`config.mk`:
```
export PLATFORM = sky130hd
export DESIGN_NAME = refcounted_address_pool
export DESIGN_NICKNAME = d
export VERILOG_FILES = /design/src/rtl/core/rcap_pkg.sv /design/src/rtl/core/rcap_ctrl.sv /design/src/rtl/core/rcap_dpath.sv /design/src/rtl/core/refcounted_address_pool.sv
export SDC_FILE = /design/constraint.sdc
export NUM_CORES = 2
export LEC_CHECK = 0
export ABC_CLOCK_PERIOD_IN_PS = 14600
export BUFFER_PORTS_ARGS = -buffer_cell sky130_fd_sc_hd__buf_4
export CAP_MARGIN = 20
export CORE_MARGIN = 2
export CORE_UTILIZATION = 30
export CTS_CLUSTER_DIAMETER = 60
export DETAILED_ROUTE_END_ITERATION = 6
export SYNTH_ARGS = -nofsm -noshare
export SYNTH_HDL_FRONTEND = slang
export SYNTH_HIERARCHICAL = 1
export SYNTH_SLANG_ARGS = --single-unit
export TNS_END_PERCENT = 50
```
`constraint.sdc`:
```
create_clock -name clk_i -period 14.6 [get_ports clk_i]
set_input_delay 1.46 -clock clk_i [delete_from_list [all_inputs] [get_ports clk_i]]
set_output_delay 1.46 -clock clk_i [all_outputs]
set_load 0.01 [all_outputs]
```
`src/rtl/core/rcap_pkg.sv`:
```
// Package for the reference-counted address pool: word types, codes and the
// command and status structs between controller and datapath.
// Depends on nothing.
package rcap_pkg;

  localparam int unsigned AddrW    = 32;
  localparam int unsigned PortW    = 16;
  localparam int unsigned RefsW    = 16;
  localparam int unsigned HandleW  = 5;
  localparam int unsigned TotalW   = 6;
  localparam int unsigned LimitW   = 6;
  localparam int unsigned ListMax  = 32;
  localparam int unsigned ListCntW = $clog2(ListMax);

  localparam logic [LimitW-1:0] LimitReset = 6'd32;
  localparam logic [RefsW-1:0]  RefsMax    = 16'hFFFF;

  typedef enum logic [2:0] {
    FN_ADD     = 3'd0,
    FN_FIND    = 3'd1,
    FN_REMOVE  = 3'd2,
    FN_RELEASE = 3'd3,
    FN_LIST    = 3'd4,
    FN_CLEAR   = 3'd5
  } func_e;

  typedef enum logic [1:0] {
    STAT_OK_NEW    = 2'd0,
    STAT_OK_EXIST  = 2'd1,
    STAT_FULL      = 2'd2,
    STAT_NOT_FOUND = 2'd3
  } status_e;

  typedef enum logic [3:0] {
    S_IDLE,
    S_DISPATCH,
    S_WALK_RD,
    S_WALK_CHK,
    S_ADD_NEW,
    S_ADD_TAKE,
    S_UNLINK_A,
    S_UNLINK_B,
    S_EMIT
  } state_e;

  typedef struct packed {
    logic [2:0]         func;
    logic [AddrW-1:0]   address;
    logic [PortW-1:0]   port;
    logic [HandleW-1:0] handle;
  } in_t;

  typedef struct packed {
    logic [1:0]         status;
    logic [HandleW-1:0] entry_index;
    logic [AddrW-1:0]   entry_address;
    logic [PortW-1:0]   entry_port;
    logic [RefsW-1:0]   ref_count;
    logic [TotalW-1:0]  active_total;
    logic               last;
  } out_t;

  typedef struct packed {
    logic    load_in;
    logic    walk_init;
    logic    rd_cur;
    logic    advance;
    logic    cap;
    logic    upd_add;
    logic    upd_rel;
    logic    rd_free;
    logic    add_take;
    logic    unlink_a;
    logic    unlink_b;
    logic    clear;
    logic    st_load;
    status_e st_code;
    logic    st_entry;
    logic    emit;
    logic    emit_list;
  } ctrl_cmd_t;

  typedef struct packed {
    func_e func;
    logic  handle_ok;
    logic  head_null;
    logic  cur_null;
    logic  addr_hit;
    logic  idx_hit;
    logic  next_null;
    logic  rel_zero;
    logic  full;
    logic  out_free;
    logic  list_last;
  } dp_stat_t;

endpackage

```
`src/rtl/core/rcap_ctrl.sv`:
```
// Controller of the address pool: the state machine that sequences list walks,
// entry updates, unlinking and the output word. Depends on rcap_pkg.
module rcap_ctrl (
  input  logic                 clk_i,
  input  logic                 rst_ni,
  input  logic                 in_valid_i,
  input  rcap_pkg::dp_stat_t   stat_i,
  output rcap_pkg::ctrl_cmd_t  cmd_o,
  output logic                 idle_o
);

  rcap_pkg::state_e state_q, state_d;

  always_ff @(posedge clk_i or negedge rst_ni) begin
    if (!rst_ni) begin
      state_q <= rcap_pkg::S_IDLE;
    end else begin
      state_q <= state_d;
    end
  end

  always_comb begin
    state_d = state_q;
    unique case (state_q)
      rcap_pkg::S_IDLE: begin
        if (in_valid_i) state_d = rcap_pkg::S_DISPATCH;
      end
      rcap_pkg::S_DISPATCH: begin
        unique case (stat_i.func) inside
          rcap_pkg::FN_ADD, rcap_pkg::FN_FIND: state_d = rcap_pkg::S_WALK_RD;
          rcap_pkg::FN_REMOVE, rcap_pkg::FN_RELEASE: begin
            state_d = stat_i.handle_ok ? rcap_pkg::S_WALK_RD : rcap_pkg::S_EMIT;
          end
          rcap_pkg::FN_LIST: begin
            state_d = stat_i.head_null ? rcap_pkg::S_EMIT : rcap_pkg::S_WALK_RD;
          end
          default: state_d = rcap_pkg::S_EMIT;
        endcase
      end
      rcap_pkg::S_WALK_RD: begin
        if (!stat_i.cur_null) begin
          state_d = rcap_pkg::S_WALK_CHK;
        end else if (stat_i.func == rcap_pkg::FN_ADD) begin
          state_d = rcap_pkg::S_ADD_NEW;
        end else begin
          state_d = rcap_pkg::S_EMIT;
        end
      end
      rcap_pkg::S_WALK_CHK: begin
        unique case (stat_i.func)
          rcap_pkg::FN_ADD: begin
            if (stat_i.addr_hit) state_d = rcap_pkg::S_EMIT;
            else if (stat_i.next_null) state_d = rcap_pkg::S_ADD_NEW;
          end
          rcap_pkg::FN_FIND: begin
            if (stat_i.addr_hit || stat_i.next_null) state_d = rcap_pkg::S_EMIT;
          end
          rcap_pkg::FN_REMOVE: begin
            if (stat_i.idx_hit) state_d = rcap_pkg::S_UNLINK_A;
            else if (stat_i.next_null) state_d = rcap_pkg::S_EMIT;
          end
          rcap_pkg::FN_RELEASE: begin
            if (stat_i.idx_hit) begin
              state_d = stat_i.rel_zero ? rcap_pkg::S_UNLINK_A : rcap_pkg::S_EMIT;
            end else if (stat_i.next_null) begin
              state_d = rcap_pkg::S_EMIT;
            end
          end
          rcap_pkg::FN_LIST: begin
            if (stat_i.out_free && (stat_i.list_last || stat_i.next_null)) begin
              state_d = rcap_pkg::S_IDLE;
            end
          end
          default: state_d = rcap_pkg::S_IDLE;
        endcase
      end
      rcap_pkg::S_ADD_NEW: begin
        state_d = stat_i.full ? rcap_pkg::S_EMIT : rcap_pkg::S_ADD_TAKE;
      end
      rcap_pkg::S_ADD_TAKE: state_d = rcap_pkg::S_EMIT;
      rcap_pkg::S_UNLINK_A: state_d = rcap_pkg::S_UNLINK_B;
      rcap_pkg::S_UNLINK_B: state_d = rcap_pkg::S_EMIT;
      rcap_pkg::S_EMIT: begin
        if (stat_i.out_free) state_d = rcap_pkg::S_IDLE;
      end
      default: state_d = rcap_pkg::S_IDLE;
    endcase
  end

  always_comb begin
    cmd_o         = '0;
    cmd_o.st_code = rcap_pkg::STAT_OK_NEW;
    idle_o        = 1'b0;
    unique case (state_q)
      rcap_pkg::S_IDLE: begin
        idle_o        = 1'b1;
        cmd_o.load_in = in_valid_i;
      end
      rcap_pkg::S_DISPATCH: begin
        unique case (stat_i.func) inside
          rcap_pkg::FN_ADD, rcap_pkg::FN_FIND: cmd_o.walk_init = 1'b1;
          rcap_pkg::FN_REMOVE, rcap_pkg::FN_RELEASE: begin
            if (stat_i.handle_ok) begin
              cmd_o.walk_init = 1'b1;
            end else begin
              cmd_o.st_load = 1'b1;
              cmd_o.st_code = rcap_pkg::STAT_NOT_FOUND;
            end
          end
          rcap_pkg::FN_LIST: begin
            if (stat_i.head_null) begin
              cmd_o.st_load = 1'b1;
              cmd_o.st_code = rcap_pkg::STAT_NOT_FOUND;
            end else begin
              cmd_o.walk_init = 1'b1;
            end
          end
          rcap_pkg::FN_CLEAR: begin
            cmd_o.clear   = 1'b1;
            cmd_o.st_load = 1'b1;
            cmd_o.st_code = rcap_pkg::STAT_OK_NEW;
          end
          default: begin
            cmd_o.st_load = 1'b1;
            cmd_o.st_code = rcap_pkg::STAT_NOT_FOUND;
          end
        endcase
      end
      rcap_pkg::S_WALK_RD: begin
        if (!stat_i.cur_null) begin
          cmd_o.rd_cur = 1'b1;
        end else if (stat_i.func != rcap_pkg::FN_ADD) begin
          cmd_o.st_load = 1'b1;
          cmd_o.st_code = rcap_pkg::STAT_NOT_FOUND;
        end
      end
      rcap_pkg::S_WALK_CHK: begin
        unique case (stat_i.func) inside
          rcap_pkg::FN_ADD: begin
            if (stat_i.addr_hit) begin
              cmd_o.upd_add  = 1'b1;
              cmd_o.st_load  = 1'b1;
              cmd_o.st_code  = rcap_pkg::STAT_OK_EXIST;
              cmd_o.st_entry = 1'b1;
            end else if (!stat_i.next_null) begin
              cmd_o.advance = 1'b1;
            end
          end
          rcap_pkg::FN_FIND: begin
            if (stat_i.addr_hit) begin
              cmd_o.cap      = 1'b1;
              cmd_o.st_load  = 1'b1;
              cmd_o.st_code  = rcap_pkg::STAT_OK_EXIST;
              cmd_o.st_entry = 1'b1;
            end else if (stat_i.next_null) begin
              cmd_o.st_load = 1'b1;
              cmd_o.st_code = rcap_pkg::STAT_NOT_FOUND;
            end else begin
              cmd_o.advance = 1'b1;
            end
          end
          rcap_pkg::FN_REMOVE, rcap_pkg::FN_RELEASE: begin
            if (stat_i.idx_hit) begin
              cmd_o.cap      = (stat_i.func == rcap_pkg::FN_REMOVE);
              cmd_o.upd_rel  = (stat_i.func == rcap_pkg::FN_RELEASE);
              cmd_o.st_load  = 1'b1;
              cmd_o.st_code  = rcap_pkg::STAT_OK_NEW;
              cmd_o.st_entry = 1'b1;
            end else if (stat_i.next_null) begin
              cmd_o.st_load = 1'b1;
              cmd_o.st_code = rcap_pkg::STAT_NOT_FOUND;
            end else begin
              cmd_o.advance = 1'b1;
            end
          end
          rcap_pkg::FN_LIST: begin
            if (stat_i.out_free) begin
              cmd_o.emit_list = 1'b1;
              cmd_o.advance   = !(stat_i.list_last || stat_i.next_null);
            end
          end
          default: ;
        endcase
      end
      rcap_pkg::S_ADD_NEW: begin
        if (stat_i.full) begin
          cmd_o.st_load = 1'b1;
          cmd_o.st_code = rcap_pkg::STAT_FULL;
        end else begin
          cmd_o.rd_free = 1'b1;
        end
      end
      rcap_pkg::S_ADD_TAKE: begin
        cmd_o.add_take = 1'b1;
        cmd_o.st_load  = 1'b1;
        cmd_o.st_code  = rcap_pkg::STAT_OK_NEW;
        cmd_o.st_entry = 1'b1;
      end
      rcap_pkg::S_UNLINK_A: cmd_o.unlink_a = 1'b1;
      rcap_pkg::S_UNLINK_B: cmd_o.unlink_b = 1'b1;
      rcap_pkg::S_EMIT: cmd_o.emit = stat_i.out_free;
      default: ;
    endcase
  end

endmodule

```
`src/rtl/core/rcap_dpath.sv`:
```
// Datapath of the address pool: entry memories, link memory with valid bits,
// list heads, counters, captured entry and the output register. Depends on rcap_pkg.
module rcap_dpath #(
  parameter int unsigned POOL_SIZE = 32
) (
  input  logic                                  clk_i,
  input  logic                                  rst_ni,
  input  rcap_pkg::ctrl_cmd_t                   cmd_i,
  output rcap_pkg::dp_stat_t                    stat_o,
  input  rcap_pkg::in_t                         in_data_i,
  input  logic                                  cfg_we_i,
  input  logic [rcap_pkg::LimitW-1:0]           cfg_wdata_i,
  input  logic                                  out_stall_i,
  output logic                                  out_valid_o,
  output rcap_pkg::out_t                        out_data_o
);

  localparam int unsigned IdxW  = $clog2(POOL_SIZE);
  localparam int unsigned LinkW = $clog2(POOL_SIZE + 1);
  localparam int unsigned AW    = rcap_pkg::AddrW;
  localparam int unsigned PW    = rcap_pkg::PortW;
  localparam int unsigned RW    = rcap_pkg::RefsW;
  localparam int unsigned HW    = rcap_pkg::HandleW;
  localparam int unsigned TW    = rcap_pkg::TotalW;
  localparam int unsigned LW    = rcap_pkg::LimitW;
  localparam int unsigned CntW  = rcap_pkg::ListCntW;
  localparam logic [LinkW-1:0] NullLink = LinkW'(POOL_SIZE);
  localparam logic [CntW-1:0]  CntLast  = CntW'(rcap_pkg::ListMax - 1);

  // Input word and configuration.
  rcap_pkg::func_e   func_q;
  logic [AW-1:0]     addr_q;
  logic [PW-1:0]     port_q;
  logic [HW-1:0]     hnd_q;
  logic [LW-1:0]     limit_q;

  // List state.
  logic [LinkW-1:0]  head_q, free_q, count_q;
  logic [LinkW-1:0]  cur_q, prev_q, nxt_q;
  logic [POOL_SIZE-1:0] link_vld_q;
  logic [CntW-1:0]   lst_cnt_q;

  // Captured entry and pending result.
  logic [IdxW-1:0]   ent_idx_q;
  logic [AW-1:0]     ent_addr_q;
  logic [PW-1:0]     ent_port_q;
  logic [RW-1:0]     ent_refs_q;
  rcap_pkg::status_e res_status_q;
  logic              res_entry_q;

  // Memories and their registered read data.
  logic [AW-1:0]     addr_mem [POOL_SIZE];
  logic [PW-1:0]     port_mem [POOL_SIZE];
  logic [RW-1:0]     refs_mem [POOL_SIZE];
  logic [LinkW-1:0]  link_mem [POOL_SIZE];
  logic [IdxW-1:0]   rd_idx_q;
  logic [AW-1:0]     addr_rd_q;
  logic [PW-1:0]     port_rd_q;
  logic [RW-1:0]     refs_rd_q;
  logic [LinkW-1:0]  link_rd_q;
  logic              vld_rd_q;

  logic              out_valid_q;
  rcap_pkg::out_t    out_q, out_d;

  logic [LinkW-1:0]  link_eff, rd_sel, lw_d;
  logic [IdxW-1:0]   rd_a, lw_a;
  logic              rd_en, dw_en, lw_en, prev_null, out_free;
  logic [AW-1:0]     dw_addr;
  logic [PW-1:0]     dw_port;
  logic [RW-1:0]     dw_refs, refs_inc, refs_dec;

  // A link never written reads as the next entry, giving the initial free chain.
  assign link_eff  = vld_rd_q ? link_rd_q : (LinkW'(rd_idx_q) + LinkW'(1));
  assign prev_null = (prev_q == NullLink);
  assign out_free  = !out_valid_q || !out_stall_i;
  assign refs_inc  = (refs_rd_q == rcap_pkg::RefsMax) ? refs_rd_q : refs_rd_q + RW'(1);
  assign refs_dec  = (refs_rd_q != '0) ? refs_rd_q - RW'(1) : '0;

  always_comb begin
    rd_en = cmd_i.rd_cur || cmd_i.advance || cmd_i.rd_free;
    if (cmd_i.rd_free) begin
      rd_sel = free_q;
    end else if (cmd_i.advance) begin
      rd_sel = link_eff;
    end else begin
      rd_sel = cur_q;
    end
    rd_a = rd_sel[IdxW-1:0];
  end

  always_comb begin
    dw_en = cmd_i.upd_add || cmd_i.upd_rel || cmd_i.add_take;
    if (cmd_i.add_take) begin
      dw_addr = addr_q;
      dw_port = port_q;
      dw_refs = RW'(1);
    end else if (cmd_i.upd_add) begin
      dw_addr = addr_rd_q;
      dw_port = port_q;
      dw_refs = refs_inc;
    end else begin
      dw_addr = addr_rd_q;
      dw_port = port_rd_q;
      dw_refs = refs_dec;
    end
  end

  always_comb begin
    lw_en = (cmd_i.unlink_a && !prev_null) || cmd_i.unlink_b || cmd_i.add_take;
    if (cmd_i.unlink_a) begin
      lw_a = prev_q[IdxW-1:0];
      lw_d = nxt_q;
    end else if (cmd_i.unlink_b) begin
      lw_a = cur_q[IdxW-1:0];
      lw_d = free_q;
    end else begin
      lw_a = rd_idx_q;
      lw_d = head_q;
    end
  end

  always_ff @(posedge clk_i) begin
    if (dw_en) begin
      addr_mem[rd_idx_q] <= dw_addr;
      port_mem[rd_idx_q] <= dw_port;
      refs_mem[rd_idx_q] <= dw_refs;
    end
    if (lw_en) begin
      link_mem[lw_a] <= lw_d;
    end
  end

  always_ff @(posedge clk_i) begin
    if (rd_en) begin
      rd_idx_q  <= rd_a;
      addr_rd_q <= addr_mem[rd_a];
      port_rd_q <= port_mem[rd_a];
      refs_rd_q <= refs_mem[rd_a];
      link_rd_q <= link_mem[rd_a];
      vld_rd_q  <= link_vld_q[rd_a];
    end
  end

  always_ff @(posedge clk_i or negedge rst_ni) begin
    if (!rst_ni) begin
      limit_q     <= rcap_pkg::LimitReset;
      head_q      <= NullLink;
      free_q      <= '0;
      count_q     <= '0;
      link_vld_q  <= '0;
      lst_cnt_q   <= '0;
      out_valid_q <= 1'b0;
    end else begin
      if (cfg_we_i) begin
        limit_q <= cfg_wdata_i;
      end
      if (cmd_i.clear) begin
        head_q     <= NullLink;
        free_q     <= '0;
        count_q    <= '0;
        link_vld_q <= '0;
      end else begin
        if (lw_en) begin
          link_vld_q[lw_a] <= 1'b1;
        end
        if (cmd_i.add_take) begin
          free_q  <= link_eff;
          head_q  <= LinkW'(rd_idx_q);
          count_q <= count_q + LinkW'(1);
        end
        if (cmd_i.unlink_a && prev_null) begin
          head_q <= nxt_q;
        end
        if (cmd_i.unlink_b) begin
          free_q <= cur_q;
          if (count_q != '0) begin
            count_q <= count_q - LinkW'(1);
          end
        end
      end
      if (cmd_i.walk_init) begin
        lst_cnt_q <= '0;
      end else if (cmd_i.emit_list) begin
        lst_cnt_q <= lst_cnt_q + CntW'(1);
      end
      if (cmd_i.emit || cmd_i.emit_list) begin
        out_valid_q <= 1'b1;
      end else if (!out_stall_i) begin
        out_valid_q <= 1'b0;
      end
    end
  end

  always_ff @(posedge clk_i) begin
    if (cmd_i.load_in) begin
      func_q <= rcap_pkg::func_e'(in_data_i.func);
      addr_q <= in_data_i.address;
      port_q <= in_data_i.port;
      hnd_q  <= in_data_i.handle;
    end
    if (cmd_i.walk_init) begin
      cur_q  <= head_q;
      prev_q <= NullLink;
    end else if (cmd_i.advance) begin
      cur_q  <= link_eff;
      prev_q <= cur_q;
    end
    if (cmd_i.cap || dw_en) begin
      ent_idx_q <= rd_idx_q;
      nxt_q     <= link_eff;
      if (cmd_i.cap) begin
        ent_addr_q <= addr_rd_q;
        ent_port_q <= port_rd_q;
        ent_refs_q <= refs_rd_q;
      end else begin
        ent_addr_q <= dw_addr;
        ent_port_q <= dw_port;
        ent_refs_q <= dw_refs;
      end
    end
    if (cmd_i.st_load) begin
      res_status_q <= cmd_i.st_code;
      res_entry_q  <= cmd_i.st_entry;
    end
    if (cmd_i.emit || cmd_i.emit_list) begin
      out_q <= out_d;
    end
  end

  always_comb begin
    out_d              = '0;
    out_d.active_total = TW'(count_q);
    if (cmd_i.emit_list) begin
      out_d.status        = rcap_pkg::STAT_OK_NEW;
      out_d.entry_index   = HW'(rd_idx_q);
      out_d.entry_address = addr_rd_q;
      out_d.entry_port    = port_rd_q;
      out_d.ref_count     = refs_rd_q;
      out_d.last          = (lst_cnt_q == CntLast) || (link_eff >= NullLink);
    end else begin
      out_d.status = res_status_q;
      out_d.last   = 1'b1;
      if (res_entry_q) begin
        out_d.entry_index   = HW'(ent_idx_q);
        out_d.entry_address = ent_addr_q;
        out_d.entry_port    = ent_port_q;
        out_d.ref_count     = ent_refs_q;
      end
    end
  end

  always_comb begin
    stat_o           = '0;
    stat_o.func      = func_q;
    stat_o.handle_ok = (32'(hnd_q) < POOL_SIZE);
    stat_o.head_null = (head_q >= NullLink);
    stat_o.cur_null  = (cur_q >= NullLink);
    stat_o.addr_hit  = (addr_rd_q == addr_q);
    stat_o.idx_hit   = (cur_q == LinkW'(hnd_q));
    stat_o.next_null = (link_eff >= NullLink);
    stat_o.rel_zero  = (refs_rd_q <= RW'(1));
    stat_o.full      = (32'(count_q) >= 32'(limit_q)) || (free_q >= NullLink);
    stat_o.out_free  = out_free;
    stat_o.list_last = (lst_cnt_q == CntLast);
  end

  assign out_valid_o = out_valid_q;
  assign out_data_o  = out_q;

endmodule

```
`src/rtl/core/refcounted_address_pool.sv`:
```
// Top level of the reference-counted address pool: controller, datapath and checks.
// Depends on rcap_pkg, rcap_ctrl and rcap_dpath.
//
// The pool takes one command word at a time and answers with one result word,
// or one word per active entry for a list (one not-found word if none is active).
// A command walks the newest-first chain one active entry at a time; a remove,
// or a release that drops the last reference, then unlinks the entry. A list
// delivers one word per cycle while the output is not stalled. The walk rate is
// set by the link memory, whose registered read data addresses the next read.
// A new command is taken as soon as the previous result sits in the output
// register; no clearing pass is needed after reset.
module refcounted_address_pool #(
  parameter int unsigned POOL_SIZE = 32
) (
  input  logic                         clk_i,
  input  logic                         rst_ni,
  input  logic                         in_valid_i,
  output logic                         in_stall_o,
  input  rcap_pkg::in_t                in_data_i,
  output logic                         out_valid_o,
  input  logic                         out_stall_i,
  output rcap_pkg::out_t               out_data_o,
  input  logic                         cfg_we_i,
  input  logic [rcap_pkg::LimitW-1:0]  cfg_wdata_i
);

  rcap_pkg::ctrl_cmd_t cmd;
  rcap_pkg::dp_stat_t  stat;
  logic                idle;

  rcap_ctrl u_ctrl (
    .clk_i      (clk_i),
    .rst_ni     (rst_ni),
    .in_valid_i (in_valid_i),
    .stat_i     (stat),
    .cmd_o      (cmd),
    .idle_o     (idle)
  );

  rcap_dpath #(
    .POOL_SIZE (POOL_SIZE)
  ) u_dpath (
    .clk_i       (clk_i),
    .rst_ni      (rst_ni),
    .cmd_i       (cmd),
    .stat_o      (stat),
    .in_data_i   (in_data_i),
    .cfg_we_i    (cfg_we_i),
    .cfg_wdata_i (cfg_wdata_i),
    .out_stall_i (out_stall_i),
    .out_valid_o (out_valid_o),
    .out_data_o  (out_data_o)
  );

  assign in_stall_o = !idle;

  a_busy_after_accept: assert property (@(posedge clk_i) disable iff (!rst_ni)
    in_valid_i && !in_stall_o |=> in_stall_o)
    else $error("pool took a second word straight after the first");

  a_empty_entry: assert property (@(posedge clk_i) disable iff (!rst_ni)
    out_valid_o && (out_data_o.status == rcap_pkg::STAT_FULL ||
                    out_data_o.status == rcap_pkg::STAT_NOT_FOUND)
    |-> out_data_o.entry_index == '0 && out_data_o.entry_address == '0 &&
        out_data_o.entry_port == '0 && out_data_o.ref_count == '0)
    else $error("failed result carries entry fields");

  a_only_list_continues: assert property (@(posedge clk_i) disable iff (!rst_ni)
    out_valid_o && !out_data_o.last |-> out_data_o.status == rcap_pkg::STAT_OK_NEW)
    else $error("non-final result word with a status other than ok");

  a_existing_has_refs: assert property (@(posedge clk_i) disable iff (!rst_ni)
    out_valid_o && out_data_o.status == rcap_pkg::STAT_OK_EXIST
    |-> out_data_o.ref_count != '0)
    else $error("existing entry reported with zero references");

endmodule

```
# Word level (Yosys, flattened, before mapping)
# Memory sizes are Yosys's and may differ from the RTL's. A register that Yosys moved wholly into a read port is not among the register bits.
# Index checks and enable logic that the tools add are counted.
# W data, S select, Z words.
[word_totals] regBits=296 ram_bits=2240 in_bits=67 out_inout_bits=80 elab_cells=213 memories=4
[classes] n_addsub=6 order_cmp=9 eq_ne=24 mux=104 bitwise_logic=1 reduce_logical=35
[mem_list] memory="u_dpath.addr_mem" depth=32 word_bits=32 read_ports=1 rd_clocked_by_memory_dff=1 write_ports=1 line="rcap_dpath.sv:52" source="logic [AW-1:0] addr_mem [POOL_SIZE];"
[mem_list] memory="u_dpath.port_mem" depth=32 word_bits=16 read_ports=1 rd_clocked_by_memory_dff=1 write_ports=1 line="rcap_dpath.sv:53" source="logic [PW-1:0] port_mem [POOL_SIZE];"
[mem_list] memory="u_dpath.refs_mem" depth=32 word_bits=16 read_ports=1 rd_clocked_by_memory_dff=1 write_ports=1 line="rcap_dpath.sv:54" source="logic [RW-1:0] refs_mem [POOL_SIZE];"
[mem_list] memory="u_dpath.link_mem" depth=32 word_bits=6 read_ports=1 rd_clocked_by_memory_dff=1 write_ports=1 line="rcap_dpath.sv:55" source="logic [LinkW-1:0] link_mem [POOL_SIZE];"
[op_table] op="$mux W69" n=2
[op_table] op="$mux W16" n=8
[op_table] op="$mux W32" n=4
[op_table] op="$mux W6" n=15
[op_table] op="$mux W4" n=16
[op_table] op="$mux W1" n=35
[op_table] op="$eq A32 B32 Y1" n=1
[op_table] op="$or A32 B32 Y32" n=1
[op_table] op="$pmux W4 S8" n=1
[op_table] op="$mux W5" n=5
[op_table] op="$ge A6 B6 Y1 const B" n=4
[op_table] op="$mux W3" n=7
[op_table] op="$pmux W4 S5" n=1
[op_table] op="$add A16 B1 Y16 const B" n=1
[op_table] op="$eq A16 B16 Y1 const B" n=1
[op_table] op="$eq A4 B3 Y1 const B" n=4
[op_table] op="$le A16 B1 Y1 const B" n=1
[op_table] op="$reduce_bool A16 Y1" n=1
[op_table] op="$sub A16 B1 Y16 const B" n=1
[op_table] op="$pmux W3 S5" n=1
[op_table] op="$logic_or A1 B1 Y1" n=12
[op_table] op="$lt A5 B6 Y1 const B" n=2
[op_table] op="$pmux W4 S3" n=1
[op_table] op="$pmux W3 S3" n=1
[op_table] op="other kinds (35)" n=53

# Longest topological paths before layout
[depth] ltp_word=12 ltp_mapped=22 mapped_depth_nobuf=18

# Cells and area by module
# Netlist, hierarchy kept.
[by_module_without_submodules] module="rcap_dpath" instances=1 cells_each=7322 area_per_inst_um2=105381.1 seq_area_each_um2=77717.0
[by_module_without_submodules] module="rcap_ctrl" instances=1 cells_each=109 area_per_inst_um2=770.7 seq_area_each_um2=100.1
[by_module_without_submodules] module="refcounted_address_pool" instances=1 cells_each=1 area_per_inst_um2=3.8 seq_area_each_um2=0.0

# Worst setup path before layout
# No wires, ideal clock.
[synth_timing] kind="register to register" start="register u_dpath.addr_rd_q[6] (read register of u_dpath.addr_mem)" end="memory u_dpath/addr_mem[15][0] (netlist bit), enable pin" setup_ps=487 t_arrival_ps=5058 t_required_ps=14113 setup_slack_ps=9055 stages_incl_launch_ff=12 path_buffers=2 synth_period_minus_slack_ps=5545 cell_sequence="edfxtp_1 xor2_1 nor4_1 nand4_1 nor2_1 clkbuf_1 nand2_1 nor3_1 clkbuf_1 or3_1 nand2_1 nor2_1"
[synth_rtl] item="start, declared" line="rcap_dpath.sv:57" source="logic [AW-1:0] addr_rd_q;"
[synth_rtl] item="end, declared" line="rcap_dpath.sv:52"

==> impl_metrics.py <==
metrics = {
    "clock_tree": {
        "holdBufCountCts": 0,
        "clock_sinks": 2606,
        "cts_buffers": 282,
        "cts_resized": 0,
        "clock_latency_ns": 0.88,
        "clkTransAtPathRegs_ns": 0.06,
        "clock-root-buffer": "clkbuf_16",
        "postCtsSetupBuffers": 0,
        "clk_path_buf_depth": 4,
        "htreeDepth": 5,
        "cts_tree": "yes",
    },
    "min_path": {
        "hold_class": "flop to flop",
    },
    "setup_path": {
        "critical_path_class": "flop to flop",
        "end_kind": "flop",
        "crit_top_cell": "buf_4",
        "slowest_stage": "nor4_1",
        "worst-path-buf-inv": 7,
        "start_kind": "flop",
        "ff2ff_setup_slack_ns": 6.24,
        "critPathMaxFanout": 151,
        "cpPeakStageDelay_ns": 0.82,
        "worstPathArrival_ns": 8.86,
        "cp_data_required_time_ns": 15.10,
        "critical_path.top_delay_family": "buffers and inverters",
        "crit_chain": "xor2_1, nor4_1, nand4_1, nor2_1, buf_6, buf_4, mux2i_1, nand2b_1, a21oi_2, buf_4, nor2_1, a311oi_4, buf_12, nor2_4, buf_12, buf_4, buf_4, a21oi_1, a211oi_1, a211oi_1, nor4_1",
    },
    "routing": {
        "remaining_drc_errors": 2,
        "drtIter0Drc": 9146,
        "postRouteAntennaNets": 0,
        "routed_wl_mm": 338,
        "vias_per_cell": 5.63,
        "firstDrtPassIters": 7,
        "vias": 69448,
        "wire_per_inst_um": 27.4,
    },
    "synth": {
        "ys_seq_area_frac": 0.733,
        "async_flop_share": 0.0253,
        "synth_cells": 7432,
        "yosys_most_used_dff": "edfxtp_1",
        "syn-num-nets": 7518,
        "synth-seq-cells": 2606,
        "synth.avg_cell_area_sq_um": 14.3,
        "yosys_warnings": 6,
        "netlist_area_sq_um": 106000,
        "yosysUniqueCellTypes": 81,
        "synth_edf_count": 2529,
    },
    "run_status": {
        "status": "finished with violations",
        "violations": "DRC, slew limit",
    },
    "floorplanning": {
        "die_y_um": 599,
        "fp-row-count": 218,
        "ios": 147,
        "die_x_um": 599,
        "core-area_sq_um": 352000,
        "die_area_sq_um": 359000,
        "start_util": 0.301,
    },
    "timing": {
        "tightestPinTransition_ns": 1.51,
        "finalCriticalPeriod_ns": 8.36,
        "fin_crit_sh": 0.572,
        "fin_setup_tns_ns": 0,
        "setup_violations": 0,
        "whs_ns": 0.481,
        "hold_violations": 0,
        "max_freq_mhz": 120,
        "maxSlewHeadroom": -0.00428,
        "drv_slew": 14,
        "worst_slack_ns": 6.24,
        "rsz0062_at_grt": "no",
        "clock_skew_ns": 0.0736,
    },
    "power": {
        "power_switching_uw": 9100,
        "pwr-share-seq": 0.398,
        "p_int_uw": 15700,
        "power_density_nw_per_um2": 204,
        "pwr-share-clk": 0.278,
        "p_comb_frac": 0.324,
        "switching_share": 0.367,
        "ir_drop_uv": 204,
        "leakage_uw": 0.0373,
        "p_total_uw": 24800,
    },
    "layout": {
        "layout_commonest_cell": "edfxtp_1",
        "final_area_sq_um": 121000,
        "final_cell_mix": "edfxtp_1, a21oi_1, a211oi_1",
        "area_growth_pct": 14.4,
        "final_layout_size_suffix_gt1_frac": 0.118,
        "layout.nets": 7483,
    },
    "place": {
        "post_dp_cell_area_sq_um": 113000,
        "dp_slack_ns": 6.52,
        "hpwlAfterDp_mm": 168,
        "port_buffers": 146,
        "gp_congestion": 0.794,
    },
    "grt": {
        "grt_pass1_wl_mm": 481,
        "grt.total_usage": 0.182,
        "grt_pass1_vias": 67153,
        "grt_antenna_before_repair": 11,
        "grt_overflow": 0,
        "grt_max_degree": 240,
    },
    "flow_run": {
        "cap_violations": 0,
    },
}
## final timing paths
kind,start,endpoint,depth (start not counted)
max,u_dpath/addr_rd_q[4],u_dpath/addr_rd_q[2],21
min,u_dpath/prev_q[5],u_dpath/prev_q[5],2
max reg2reg,u_dpath/addr_rd_q[4],u_dpath/addr_rd_q[2],21
min reg2reg,u_dpath/prev_q[5],u_dpath/prev_q[5],2
max in group asynchronous,rst_ni,u_dpath/out_valid_o,1
min in group asynchronous,rst_ni,u_dpath/free_q[0],1
## worst register-to-register path, cell delays in order, from the launching register on
cell	delay (ns)
edfxtp_1	0.45
xor2_1	0.31
nor4_1	0.46
nand4_1	0.38
nor2_1	0.45
buf_6	0.24
buf_4	0.18
mux2i_1	0.12
nand2b_1	0.17
a21oi_2	0.06
buf_4	0.23
nor2_1	0.30
a311oi_4	0.09
buf_12	0.26
nor2_4	0.53
buf_12	0.55
buf_4	0.92
buf_4	0.91
a21oi_1	0.21
a211oi_1	0.29
a211oi_1	0.10
nor4_1	0.82
## area by class of cell
class                           count  area [sq um]
Clock inverter                    145          1270
Tap cell                         4730          5920
Clock buffer                      353          7490
Antenna cell                        4          10.0
Inverter                           34           154
Fill cell                       33605        231000
Timing Repair Buffer              323          2660
Sequential cell                  2606         77800
Multi-Input combinational cell   4150         26100
## per-stage QoR
stage / utilization / instances
detailed placement: 0.319 / 11839
finish: 0.344 / 12345
floorplan: - / 7432
global route: 0.344 / 12344
global placement: 0.319 / 11834
CTS: 0.344 / 12337
## power by group through the flow
stage | combinational [uW] | clock, uW | sequential (uW)
after floorplan | 5090 | 0 | 9860
after global placement | 7700 | 0 | 10000
after detailed placement | 7890 | 0 | 10000
after CTS | 7910 | 6970 | 9880
after global routing | 8610 | 7250 | 9910
final | 8030 | 6880 | 9870
## cell families after synthesis
group                      share of synthesized area
AOI/OAI and AO/OA                              0.179
DFF                                            0.733
and+or+nand+nor                               0.0405
buffers and inverters                         0.0255
muxes                                         0.0140
xor gates and xnor gates                     0.00528
adders and majority gates                    0.00224
other                                      0.0000353
## layer usage
layer / GRT usage / up-vias / routed length [um]
li1: - / 29165 / -
met1: 0.240 / 35814 / 134000
met2: 0.300 / 3778 / 160000
met3: 0.0294 / 687 / 30900
met4: 0.0720 / 4 / 13900
met5: 0 / - / 31
## cells in the mapped netlist (all sizes together), types with 11 or more instances
| cell type | count | area, sq um |
|---|---|---|
| a21boi | 351 | 2640 |
| nand2 | 514 | 1930 |
| nor4 | 84 | 526 |
| a31oi | 13 | 87.6 |
| xnor2 | 16 | 140 |
| nand2b | 12 | 77.6 |
| a311oi | 74 | 666 |
| dfxtp | 11 | 220 |
| ha | 19 | 238 |
| clkbuf | 489 | 1840 |
| nor2 | 192 | 728 |
| nor3 | 51 | 260 |
| a22o | 281 | 2460 |
| o21ai | 521 | 2610 |
| inv | 32 | 120 |
| xor2 | 48 | 420 |
| edfxtp | 2529 | 75900 |
| buf | 153 | 744 |
| nand3 | 32 | 160 |
| mux2 | 101 | 1140 |
| a211oi | 713 | 5350 |
| a21oi | 942 | 4710 |
| nor2b | 15 | 93.8 |
| and3 | 14 | 87.6 |
| mux2i | 35 | 350 |
| dfrtp | 64 | 1600 |
## sequential cells by signal (all words and copies together), names as in the netlist, 32 cells and up
register            flops
u_dpath/addr_mem     1024
u_dpath/port_mem      512
u_dpath/refs_mem      512
u_dpath/link_mem      192
u_dpath/out_data_o     78
u_dpath/addr_q         32
u_dpath/addr_rd_q      32
u_dpath/ent_addr_q     32
u_dpath/link_vld_q     32
Note: power is estimated with default switching activity, not from simulation.
